**src/rtl/rfs_pkg.sv**
```systemverilog
// ----------------------------------------------------------------------------
// Register file with shadow set: shared definitions
// Register numbers, operation and view codes, and the item types.
// ----------------------------------------------------------------------------
package rfs_pkg;

  localparam int NUM_REGISTERS = 9;
  localparam int NUM_SHADOW    = 4;
  localparam int REG_IDX_W     = $clog2(NUM_REGISTERS);
  localparam int REG_CNT_W     = REG_IDX_W + 1;

  localparam logic [15:0] BYTE_MASK = 16'h00FF;

  localparam logic [3:0] KIND_READ    = 4'd0;
  localparam logic [3:0] KIND_WRITE   = 4'd1;
  localparam logic [3:0] KIND_INC     = 4'd2;
  localparam logic [3:0] KIND_DEC     = 4'd3;
  localparam logic [3:0] KIND_EXX     = 4'd4;
  localparam logic [3:0] KIND_EXDEHL  = 4'd5;
  localparam logic [3:0] KIND_EXAF    = 4'd6;
  localparam logic [3:0] KIND_BITSET  = 4'd7;
  localparam logic [3:0] KIND_BITCLR  = 4'd8;
  localparam logic [3:0] KIND_BITTEST = 4'd9;

  localparam logic [1:0] VIEW_WORD = 2'd0;
  localparam logic [1:0] VIEW_HIGH = 2'd1;
  localparam logic [1:0] VIEW_LOW  = 2'd2;

  localparam int IDX_AF = 0;
  localparam int IDX_BC = 1;
  localparam int IDX_DE = 2;
  localparam int IDX_HL = 3;

  typedef struct packed {
    logic [3:0]  kind;
    logic [3:0]  reg_number;
    logic [1:0]  view;
    logic [15:0] write_value;
    logic [2:0]  bit_number;
  } req_t;

  typedef struct packed {
    logic [15:0] read_data;
    logic        bad_register;
  } rsp_t;

endpackage

```
**src/rtl/rfs_req_if.sv**
```systemverilog
// ----------------------------------------------------------------------------
// Register file request channel
// Valid/ready channel that carries one access or exchange item.
// ----------------------------------------------------------------------------
interface rfs_req_if;

  logic        valid;
  logic        ready;
  logic [3:0]  kind;
  logic [3:0]  reg_number;
  logic [1:0]  view;
  logic [15:0] write_value;
  logic [2:0]  bit_number;

  modport source (
    output valid, kind, reg_number, view, write_value, bit_number,
    input  ready
  );

  modport sink (
    input  valid, kind, reg_number, view, write_value, bit_number,
    output ready
  );

endinterface

```
**src/rtl/rfs_rsp_if.sv**
```systemverilog
// ----------------------------------------------------------------------------
// Register file response channel
// Valid/ready channel that carries one result item.
// ----------------------------------------------------------------------------
interface rfs_rsp_if;

  logic        valid;
  logic        ready;
  logic [15:0] read_data;
  logic        bad_register;

  modport source (
    output valid, read_data, bad_register,
    input  ready
  );

  modport sink (
    input  valid, read_data, bad_register,
    output ready
  );

endinterface

```
**src/rtl/rfs_core.sv**
```systemverilog
// ----------------------------------------------------------------------------
// Register file core
// Main and shadow register storage with the read-modify-write logic for one
// item; state is updated on the cycle that the item is executed.
// ----------------------------------------------------------------------------
module rfs_core (
  input  logic          clk,
  input  logic          rst,
  input  logic          exec,
  input  rfs_pkg::req_t req,
  output rfs_pkg::rsp_t rsp
);

  logic [15:0] main_regs   [rfs_pkg::NUM_REGISTERS];
  logic [15:0] shadow_regs [rfs_pkg::NUM_SHADOW];

  logic [rfs_pkg::REG_IDX_W-1:0] idx;
  logic                          uses_reg;
  logic                          bad;
  logic [15:0]                   cur_word;
  logic [15:0]                   view_val;
  logic [7:0]                    view_byte;
  logic [7:0]                    bit_mask;
  logic [15:0]                   new_val;
  logic [15:0]                   wr_word;
  logic                          wr_en;

  assign idx       = req.reg_number[rfs_pkg::REG_IDX_W-1:0];
  assign uses_reg  = req.kind inside {[rfs_pkg::KIND_READ:rfs_pkg::KIND_DEC],
                                      [rfs_pkg::KIND_BITSET:rfs_pkg::KIND_BITTEST]};
  assign bad       = uses_reg &&
                     ({1'b0, req.reg_number} >= rfs_pkg::REG_CNT_W'(rfs_pkg::NUM_REGISTERS));
  assign cur_word  = main_regs[idx];
  assign view_byte = view_val[7:0];
  assign bit_mask  = 8'(1) << req.bit_number;

  always_comb begin
    case (req.view)
      rfs_pkg::VIEW_HIGH: view_val = {8'h00, cur_word[15:8]};
      rfs_pkg::VIEW_LOW:  view_val = cur_word & rfs_pkg::BYTE_MASK;
      default:            view_val = cur_word;
    endcase
  end

  always_comb begin
    wr_en   = 1'b0;
    new_val = req.write_value;
    case (req.kind)
      rfs_pkg::KIND_WRITE: begin
        wr_en = 1'b1;
      end
      rfs_pkg::KIND_INC: begin
        wr_en   = 1'b1;
        new_val = view_val + 16'd1;
      end
      rfs_pkg::KIND_DEC: begin
        wr_en   = 1'b1;
        new_val = view_val - 16'd1;
      end
      rfs_pkg::KIND_BITSET: begin
        wr_en   = 1'b1;
        new_val = {8'h00, view_byte | bit_mask};
      end
      rfs_pkg::KIND_BITCLR: begin
        wr_en   = 1'b1;
        new_val = {8'h00, view_byte & ~bit_mask};
      end
      default: begin
        wr_en = 1'b0;
      end
    endcase
  end

  always_comb begin
    case (req.view)
      rfs_pkg::VIEW_HIGH: wr_word = {new_val[7:0], cur_word[7:0]};
      rfs_pkg::VIEW_LOW:  wr_word = {cur_word[15:8], new_val[7:0]};
      default:            wr_word = new_val;
    endcase
  end

  always_comb begin
    rsp.bad_register = bad;
    rsp.read_data    = '0;
    if (!bad) begin
      case (req.kind)
        rfs_pkg::KIND_READ:    rsp.read_data = view_val;
        rfs_pkg::KIND_BITTEST: rsp.read_data = {15'd0, view_byte[req.bit_number]};
        default:               rsp.read_data = '0;
      endcase
    end
  end

  always_ff @(posedge clk) begin
    if (rst) begin
      for (int i = 0; i < rfs_pkg::NUM_REGISTERS; i++) begin
        main_regs[i] <= '0;
      end
      for (int i = 0; i < rfs_pkg::NUM_SHADOW; i++) begin
        shadow_regs[i] <= '0;
      end
    end else if (exec && !bad) begin
      case (req.kind)
        rfs_pkg::KIND_EXX: begin
          main_regs[rfs_pkg::IDX_BC]   <= shadow_regs[rfs_pkg::IDX_BC];
          main_regs[rfs_pkg::IDX_DE]   <= shadow_regs[rfs_pkg::IDX_DE];
          main_regs[rfs_pkg::IDX_HL]   <= shadow_regs[rfs_pkg::IDX_HL];
          shadow_regs[rfs_pkg::IDX_BC] <= main_regs[rfs_pkg::IDX_BC];
          shadow_regs[rfs_pkg::IDX_DE] <= main_regs[rfs_pkg::IDX_DE];
          shadow_regs[rfs_pkg::IDX_HL] <= main_regs[rfs_pkg::IDX_HL];
        end
        rfs_pkg::KIND_EXDEHL: begin
          main_regs[rfs_pkg::IDX_DE] <= main_regs[rfs_pkg::IDX_HL];
          main_regs[rfs_pkg::IDX_HL] <= main_regs[rfs_pkg::IDX_DE];
        end
        rfs_pkg::KIND_EXAF: begin
          main_regs[rfs_pkg::IDX_AF]   <= shadow_regs[rfs_pkg::IDX_AF];
          shadow_regs[rfs_pkg::IDX_AF] <= main_regs[rfs_pkg::IDX_AF];
        end
        default: begin
          if (wr_en) begin
            main_regs[idx] <= wr_word;
          end
        end
      endcase
    end
  end

endmodule

```
**src/rtl/cpu_register_file_with_shadow_set_unit.sv**
```systemverilog
// ----------------------------------------------------------------------------
// Register file with shadow set
// Top level: input register, execution core and result register.
// ----------------------------------------------------------------------------
// Each item is taken into an input register, executed against the register
// file once the output register is empty or its result is being taken, and
// its own result is held in the output register until it is taken. The block
// accepts one item per cycle while results are taken, and each result is
// registered after execution. A stalled result holds back the item behind
// it, and each item sees the state left by all earlier items.
module cpu_register_file_with_shadow_set_unit (
  input  logic       clk,
  input  logic       rst,
  rfs_req_if.sink    req,
  rfs_rsp_if.source  rsp
);

  rfs_pkg::req_t in_item;
  logic          in_valid;
  rfs_pkg::rsp_t exec_rsp;
  rfs_pkg::rsp_t out_item;
  logic          out_valid;
  logic          exec;

  assign exec      = in_valid && (!out_valid || rsp.ready);
  assign req.ready = !in_valid || exec;

  always_ff @(posedge clk) begin
    if (rst) begin
      in_valid <= 1'b0;
    end else if (req.ready) begin
      in_valid <= req.valid;
    end
  end

  always_ff @(posedge clk) begin
    if (req.valid && req.ready) begin
      in_item.kind        <= req.kind;
      in_item.reg_number  <= req.reg_number;
      in_item.view        <= req.view;
      in_item.write_value <= req.write_value;
      in_item.bit_number  <= req.bit_number;
    end
  end

  rfs_core u_core (
    .clk  (clk),
    .rst  (rst),
    .exec (exec),
    .req  (in_item),
    .rsp  (exec_rsp)
  );

  always_ff @(posedge clk) begin
    if (rst) begin
      out_valid <= 1'b0;
    end else if (exec) begin
      out_valid <= 1'b1;
    end else if (rsp.ready) begin
      out_valid <= 1'b0;
    end
  end

  always_ff @(posedge clk) begin
    if (exec) begin
      out_item <= exec_rsp;
    end
  end

  assign rsp.valid        = out_valid;
  assign rsp.read_data    = out_item.read_data;
  assign rsp.bad_register = out_item.bad_register;

endmodule

```
**src/flat_wrapper.sv**
```systemverilog
// flat-port wrapper written by rule: the top's interface ports become plain ports
module cpu_register_file_with_shadow_set_unit_flat 
  (clk, rst, req_valid, req_kind, req_reg_number, req_view, req_write_value, req_bit_number, req_ready, rsp_valid, rsp_read_data, rsp_bad_register, rsp_ready);
  rfs_req_if req_i ();
  rfs_rsp_if rsp_i ();
  input  logic clk;
  input  logic rst;
  input wire logic [$bits(req_i.valid)-1:0] req_valid;
  input wire logic [$bits(req_i.kind)-1:0] req_kind;
  input wire logic [$bits(req_i.reg_number)-1:0] req_reg_number;
  input wire logic [$bits(req_i.view)-1:0] req_view;
  input wire logic [$bits(req_i.write_value)-1:0] req_write_value;
  input wire logic [$bits(req_i.bit_number)-1:0] req_bit_number;
  output wire logic [$bits(req_i.ready)-1:0] req_ready;
  output wire logic [$bits(rsp_i.valid)-1:0] rsp_valid;
  output wire logic [$bits(rsp_i.read_data)-1:0] rsp_read_data;
  output wire logic [$bits(rsp_i.bad_register)-1:0] rsp_bad_register;
  input wire logic [$bits(rsp_i.ready)-1:0] rsp_ready;
  assign req_i.valid = req_valid;
  assign req_i.kind = req_kind;
  assign req_i.reg_number = req_reg_number;
  assign req_i.view = req_view;
  assign req_i.write_value = req_write_value;
  assign req_i.bit_number = req_bit_number;
  assign req_ready = req_i.ready;
  assign rsp_valid = rsp_i.valid;
  assign rsp_read_data = rsp_i.read_data;
  assign rsp_bad_register = rsp_i.bad_register;
  assign rsp_i.ready = rsp_ready;
  cpu_register_file_with_shadow_set_unit u_core (.clk(clk), .rst(rst), .req(req_i), .rsp(rsp_i));
endmodule
```
**config.mk**
```make
export PLATFORM = sky130hd
export DESIGN_NAME = cpu_register_file_with_shadow_set_unit_flat
export DESIGN_NICKNAME = d
export VERILOG_FILES = /design/src/rtl/rfs_pkg.sv /design/src/rtl/rfs_req_if.sv /design/src/rtl/rfs_rsp_if.sv /design/src/rtl/rfs_core.sv /design/src/rtl/cpu_register_file_with_shadow_set_unit.sv /design/src/flat_wrapper.sv
export SDC_FILE = /design/constraint.sdc
export NUM_CORES = 1
export LEC_CHECK = 0
export BUFFER_PORTS_ARGS = -buffer_cell sky130_fd_sc_hd__buf_2
export CAP_MARGIN = 20
export CELL_PAD_IN_SITES_DETAIL_PLACEMENT = 1
export CELL_PAD_IN_SITES_GLOBAL_PLACEMENT = 2
export CORE_UTILIZATION = 41
export CTS_CLUSTER_DIAMETER = 150
export DETAILED_ROUTE_END_ITERATION = 8
export GPL_TIMING_DRIVEN = 0
export HOLD_SLACK_MARGIN = 0.15
export PLACE_DENSITY = 0.75
export SYNTH_ARGS = -nofsm -noshare
export SYNTH_HDL_FRONTEND = slang
export SYNTH_SLANG_ARGS = --single-unit
```
**constraint.sdc**
```tcl
create_clock -name clk -period 4.91 [get_ports clk]
set_input_delay 0.491 -clock clk [delete_from_list [all_inputs] [get_ports clk]]
set_output_delay 0.491 -clock clk [all_outputs]
set_load 0.02 [all_outputs]
```
==> results of run 1 <==
[logic make-up after synthesis]
kind of cell,count (synthesis),share of synthesized area [%]
flip-flops,372,63.6
XOR/XNOR,4,0.201
buffers and inverters,110,3.08
other,1,0.0215
AO/OA/AOI/OAI,194,8.22
AND/OR/NAND/NOR,379,10.7
multiplexers,133,12.8
adder cells (fa/ha/maj),18,1.32
[layer usage]
layer / vias up / part of all wire (%) / track usage [%]
met5: - / 0 / 0
met4: 0 / 3.2 / 9.07
met3: 88 / 7.1 / 4.36
met2: 388 / 47 / 40.3
met1: 5991 / 42 / 34.6
li1: 5076 / - / -
[Yosys cell counts (18+ instances only)]
cell type and instances:
and2_1 76, buf_2 18, mux2i_1 54, mux4_2 64, nand2_1 79, nor3_1 22, nor2_1 121, inv_1 38
o22ai_1 30, a21oi_1 19, o21ai_0 33, clkbuf_1 34, edfxtp_1 366
[where the power goes]
part | internal, mW | switching, mW | total [mW]
registers | 3.73 | 0.0789 | 3.81
clock network | 1.63 | 1.26 | 2.90
logic | 0.471 | 0.757 | 1.23
[area by class of cell]
class / instances / area [um^2]
Clock inverter: 11 / 98.8
Tap cell: 539 / 674
Fill cell: 4161 / 21000
Buffer: 68 / 420
Clock buffer: 59 / 1110
Sequential cell: 372 / 11100
Multi-Input combinational cell: 840 / 6420
Inverter: 40 / 150
Timing Repair Buffer: 120 / 1000
[what timing repair did]
| action | in CTS | in global routing |
|---|---|---|
| endpoints found under the setup margin | 231 | 149 |
| setup buffers | 20 | 13 |
| hold buffers | 30 | 0 |
| cloned | 0 | 0 |
| resized for setup | 32 | 20 |
| endpoints found under the hold margin | 31 | 0 |
| pin swaps | 9 | 9 |
[sequential cells by signal (all words and copies together) (netlist names), named ones only]
| register | count |
|---|---|
| u_core.rsp.bad_register | 1 |
| u_core.in_valid | 1 |
| u_core.u_core.shadow_regs | 64 |
| u_core.u_core.main_regs | 256 |
| u_core.rsp.valid | 1 |
| u_core.rsp.read_data | 16 |
| u_core.in_item | 29 |
[per-stage QoR]
step | total power, mW | instances
6_report | 7.93 | 2049
5_1_grt | 8.17 | 2049
4_1_cts | 7.94 | 2037
3_5_place_dp | 4.92 | 1918
3_3_place_gp | 4.88 | 1912
2_1_floorplan | 4.48 | 1322
[worst reg2reg max path, delay by kind of cell, from the launching register on]
| kind | cells | cell delay [ps] |
|---|---|---|
| mux | 2 | 880 |
| fa+ha+maj | 1 | 380 |
| simple gates | 5 | 1150 |
| buf+inv | 6 | 970 |
| compound gates | 4 | 910 |
| flops | 1 | 410 |
[worst max-delay path by stage]
stage               startpoint  depth (start not counted)                         endpoint  slack (ps)
floorplan             register                         15  u_core.u_core.main_regs[10][14]         340
global placement      register                         16  u_core.u_core.main_regs[14][14]       -2360
detailed placement    register                         17   u_core.u_core.main_regs[13][9]       -1570
CTS                   register                         14  u_core.u_core.main_regs[15][15]          20
global route          register                         18   u_core.u_core.main_regs[2][15]         -90
finish                register                         18   u_core.u_core.main_regs[2][15]          50
==> impl_metrics.ini, run 1 <==
[synthesis]
yosysWarnings = 0
synth_top_area_share_pct = 62.9
ys_types = 88
synth_top_area_cell = edfxtp_1
ys_ff_latch = 372
ys_async_sr_fraction_pct = 0
ys_dominant_reg_cell = edfxtp_1
yosysSeqAreaShare_pct = 63.6
synth_edf_count = 366
post_synth.cell_area_avg_um2 = 14.4
synthesis.area_um2 = 17500
syn_inst = 1211
synth_area_leaders = edfxtp_1, mux4_2, mux2i_1, and2_1, nor2_1

[clocking]
tritoncts = built
clkLatencyLatePin_ps = 580
clkSlewWorstSetupHoldPaths_ps = 60
clock_path_buffers = 3
cts_max_level = 2
cts-root-buf = clkbuf_16
cts-buffers-inserted = 41
cts_sinks = 372

[setup_path]
cp.arrival_ps = 5270
crit_family = simple AND/OR/NAND/NOR gates
crit_type = reg -> reg
critPathMaxStageDelay_ps = 560
r2r_slack_ps = 50
worst-path-buf-inv = 6
crit_fanout = 10
reg2reg_depth = 18
slowest_stage = mux4_2
critPathRequiredTime_ps = 5320
reg2reg_to = u_core.u_core.main_regs[2][15]
cp-end-kind = register
start_kind = register
cp_cell_sequence = buf_6 -> buf_4 -> mux4_2 -> mux2i_2 -> o32ai_1 -> nor3_2 -> buf_4 -> inv_1 -> ha_1 -> inv_1 -> o21bai_1 -> nand2_1 -> a21boi_4 -> nor3_1 -> or4_1 -> and3_1 -> buf_2 -> o22ai_1

[timing]
relSlewSlack_pct = 16.3
hold_violations = 0
fmax_mhz = 206
worst_slack_ps = 50.2
tns_ps = 0
holdWs_ps = 248
slew_viol_final = 0
worst_pin_slew_ps = 1260
skew_ps = 24.7
fin_crit_ps = 4860
finalSetupViolCount = 0
period_share_pct = 99.0

[layout]
fin_area_um2 = 21000
final_layout_size_suffix_gt1_share_pct = 20.2
final_cell_mix = edfxtp_1, nor2_1, conb_1
num-nets-final = 1533
finish.utilization_pct = 50.0
layout_commonest_cell = edfxtp_1
antennaDiodeCount = 0
syn_to_final_growth_pct = 20.2

[global_route]
grt_max_degree = 26
antenna_found_initial = 1
grt_pass1_wl_mm = 78.5
gr-total-overflow = 0
grt_pass1_vias = 11743
grt_usage_pct = 25.2

[placement]
portBuffers = 51
dpl_cell_area_um2 = 18900
finalWeightedCongestion = 0.868
dp_hpwl_mm = 37.5
pre_cts_ws_ps = -1570

[power_and_ir_drop]
leakage_nw = 7.82
irDropWorstVdd_mv = 0.383
power_density_nw_per_um2 = 378

[drt]
vias = 11543
drt_iter0_drc = 1068
dr.pass1.iters = 5
vias_per_cell = 5.63
drt-total-wl_mm = 54.2
drc = 0
drtAntennaViolNets = 0
wl_per_cell_um = 26.5

[flow_run]
drv_cap = 0

[floorplanning]
die_h_um = 208
die_w_um = 208
fp.dieArea_um2 = 43400
start_util_pct = 41.6
ios = 52
num_rows = 75
coreArea_um2 = 41900

[hold_path]
holdPathStages = 4
holdPathEnd = u_core.rsp.valid
worstHoldPathType = in -> reg
hold_start = rsp_ready

[status]
status = finished, final reports clean
Power figures use the tool's default switching activity.
==> run 2: changes to the inputs <==
- ABC_AREA: unset -> 1
- CORE_UTILIZATION: 41 -> 37
==> impl_metrics.ini, run 2 <==
[global_route]
antenna_found_initial = 1
gr-total-overflow = 0
grt_pass1_wl_mm = 89.7
grt_usage_pct = 25.4
grt_max_degree = 37
grt_pass1_vias = 14321

[layout]
top_register = u_core.u_core.main_regs
top_regs = u_core.u_core.main_regs x256, u_core.u_core.shadow_regs x64, u_core.in_item x29
final_cell_mix = edfxtp_1, nand2_1, nor2_1
final_layout_size_suffix_gt1_share_pct = 10.8
syn_to_final_growth_pct = 18.4
layout_commonest_cell = edfxtp_1
fill_cells = 5332
largest_reg_flops = 256
num-nets-final = 2086

[clocking]
post_cts_buffers = 0
cts_max_level = 2
clkSlewWorstSetupHoldPaths_ps = 60
clock_path_buffers = 3
cts-buffers-inserted = 44
tritoncts = built
cts-root-buf = clkbuf_16
clkLatencyLatePin_ps = 590
cts_sinks = 372

[synthesis]
synth_area_leaders = edfxtp_1, nand2_1, nor2_1, o21ai_0, inv_1
synth_edf_count = 366
yosys.area_share.xor_xnor_pct = 0.0993
synth.most_common_cell = edfxtp_1
ys_types = 45
yosysWarnings = 0
yosysSeqAreaShare_pct = 63.0
post_synth.cell_area_avg_um2 = 9.82
ys_async_sr_fraction_pct = 0
synth_simple_gate_area_share_pct = 18.2
synthesis.area_um2 = 17600
ys_ff_latch = 372
synth_top_area_share_pct = 62.3
synth_top_area_cell = edfxtp_1
synth_top_family_by_area = simple AND/OR/NAND/NOR gates
synth_compound_area_share_pct = 10.8
synth_mux_area_share_pct = 0
ys_dominant_reg_cell = edfxtp_1
synth_fa_ha_area_share_pct = 1.25
synth_common_cells = edfxtp_1, nand2_1, nor2_1
syn_inst = 1796

[setup_path]
start_kind = register
slowest_stage = clkbuf_2
worst-path-buf-inv = 5
cp-end-kind = register
critPathMaxStageDelay_ps = 410
crit_fanout = 13
cp_cell_sequence = inv_1 -> buf_2 -> clkbuf_2 -> nand3_1 -> nand3_1 -> nand2_1 -> nand2_1 -> nand2_1 -> ha_1 -> a21oi_1 -> nand2_1 -> a21oi_1 -> inv_1 -> or2_2 -> a32o_1 -> nand2_1 -> nand3_4 -> clkinvlp_4 -> o21ai_0
cpMostUsedCell = nand2_1
r2r_slack_ps = 280
crit_type = reg -> reg
reg2reg_depth = 19
cp.arrival_ps = 4950
critPathRequiredTime_ps = 5230
reg2reg_to = u_core.u_core.main_regs[3][8]
crit_family = simple AND/OR/NAND/NOR gates

[hold_path]
worstHoldPathType = in -> reg
hold_start = rsp_ready
holdPathEnd = u_core.rsp.valid
holdPathStages = 4

[floorplanning]
num_rows = 79
start_util_pct = 37.7
die_h_um = 220
coreArea_um2 = 46800
fp.dieArea_um2 = 48500
ios = 52
die_w_um = 220

[drt]
drc = 0
wl_met2_mm = 29.0
met1_length_mm = 27.4
met3_length_mm = 2.66
dr.pass1.iters = 5
drtAntennaViolNets = 0
top_layer = met4
drt_iter0_drc = 965
vias_per_cell = 5.19
wl_per_cell_um = 22.6
vias = 13902
drt-total-wl_mm = 60.5

[timing]
period_share_pct = 94.3
relSlewSlack_pct = 23.6
hold_violations = 0
worst_pin_slew_ps = 1140
fin_crit_ps = 4630
tns_ps = 0
rsz0062_at_grt = no
fmax_mhz = 216
slew_viol_final = 0
skew_ps = 23.4
finalSetupViolCount = 0

[flow_run]
drv_cap = 0

[power_and_ir_drop]
finalPower_mw = 8.08
irDropWorstVdd_mv = 0.262
leakage_nw = 8.53
power_density_nw_per_um2 = 387

[placement]
dp_hpwl_mm = 42.6
finalWeightedCongestion = 0.834
portBuffers = 50

[status]
status = finished, final reports clean
## run 2: cell count changes after synthesis, sizes merged, moves of 38 or more
cell    before  now
inv         39  190
nand2       79  367
o21ai       49  211
mux2i       54    0
and2        77    0
nor2       121  285
mux4        70    0
a21oi       22   68
nand3       15  106
o211ai       5   43
## run 2: worst max path at each step
stage | cells past startpoint | end | start
after CTS | 24 | u_core.u_core.main_regs[3][6] | register
after detailed placement | 19 | u_core.u_core.main_regs[3][8] | register
after global routing | 24 | u_core.u_core.main_regs[0][14] | register
after global placement | 11 | u_core.u_core.main_regs[2][15] | rsp_ready
final | 19 | u_core.u_core.main_regs[3][8] | register
after floorplan | 10 | u_core.u_core.main_regs[2][0] | rsp_ready
## run 2: power by group
part | leakage [nW] | internal (mW) | switching, mW
registers | 3.77 | 3.73 | 0.0673
clock network | 0.665 | 1.86 | 1.35
logic | 4.09 | 0.265 | 0.804
## run 2: kinds of logic after synthesis
kind of cell / after synthesis
other: 1
adders and majority gates: 17
DFF: 372
xor gates and xnor gates: 2
AOI/OAI and AO/OA: 343
buffers and inverters: 277
and+or+nand+nor: 784
## run 2: final cells by class
type / count / area (um^2) / area share [%]
clock buffers: 53 / 1180 / 5.64
repair buffers: 84 / 593 / 2.84
plain buffers: 84 / 464 / 2.22
multi-input cells: 1258 / 5830 / 27.9
well taps: 607 / 759 / 3.64
diodes: 1 / 2.50 / 0.0120
flip-flops and latches: 372 / 11100 / 53.2
clock inverters: 27 / 218 / 1.04
inverters: 192 / 727 / 3.48
## run 2: per-stage QoR
| step | instance area (um^2) | utilization [%] | setup WS, ps | hold WS, ps | instances |
|---|---|---|---|---|---|
| 3_3_place_gp | 19100 | 40.8 | -981 | 468 | 2564 |
| 3_5_place_dp | 19100 | 40.9 | -329 | 484 | 2567 |
| 6_report | 20900 | 44.7 | 281 | 202 | 2678 |
| 5_1_grt | 20900 | 44.6 | 6.24 | 263 | 2677 |
| 4_1_cts | 20800 | 44.5 | 127 | 165 | 2675 |
| 2_1_floorplan | 18100 | - | 982 | 451 | 1907 |
## run 2: tightest hold or removal path: cells and delay by family
family | cells | cell delay, ps
buffers and inverters | 2 | 100
AND/OR/NAND/NOR | 1 | 70
AO/OA/AOI/OAI | 1 | 60
## run 2: per-layer routing
metal	track usage [%]	up-vias
li1	-	6497
met5	0	-
met4	8.23	0
met1	34.3	6973
met2	42.2	348
met3	3.23	84
## run 2: what timing repair did
action	4_1_cts	5_1_grt
hold buffers	29	0
hold endpoints to repair	33	0
gates resized for setup	4	22
endpoints found under the setup margin	22	71
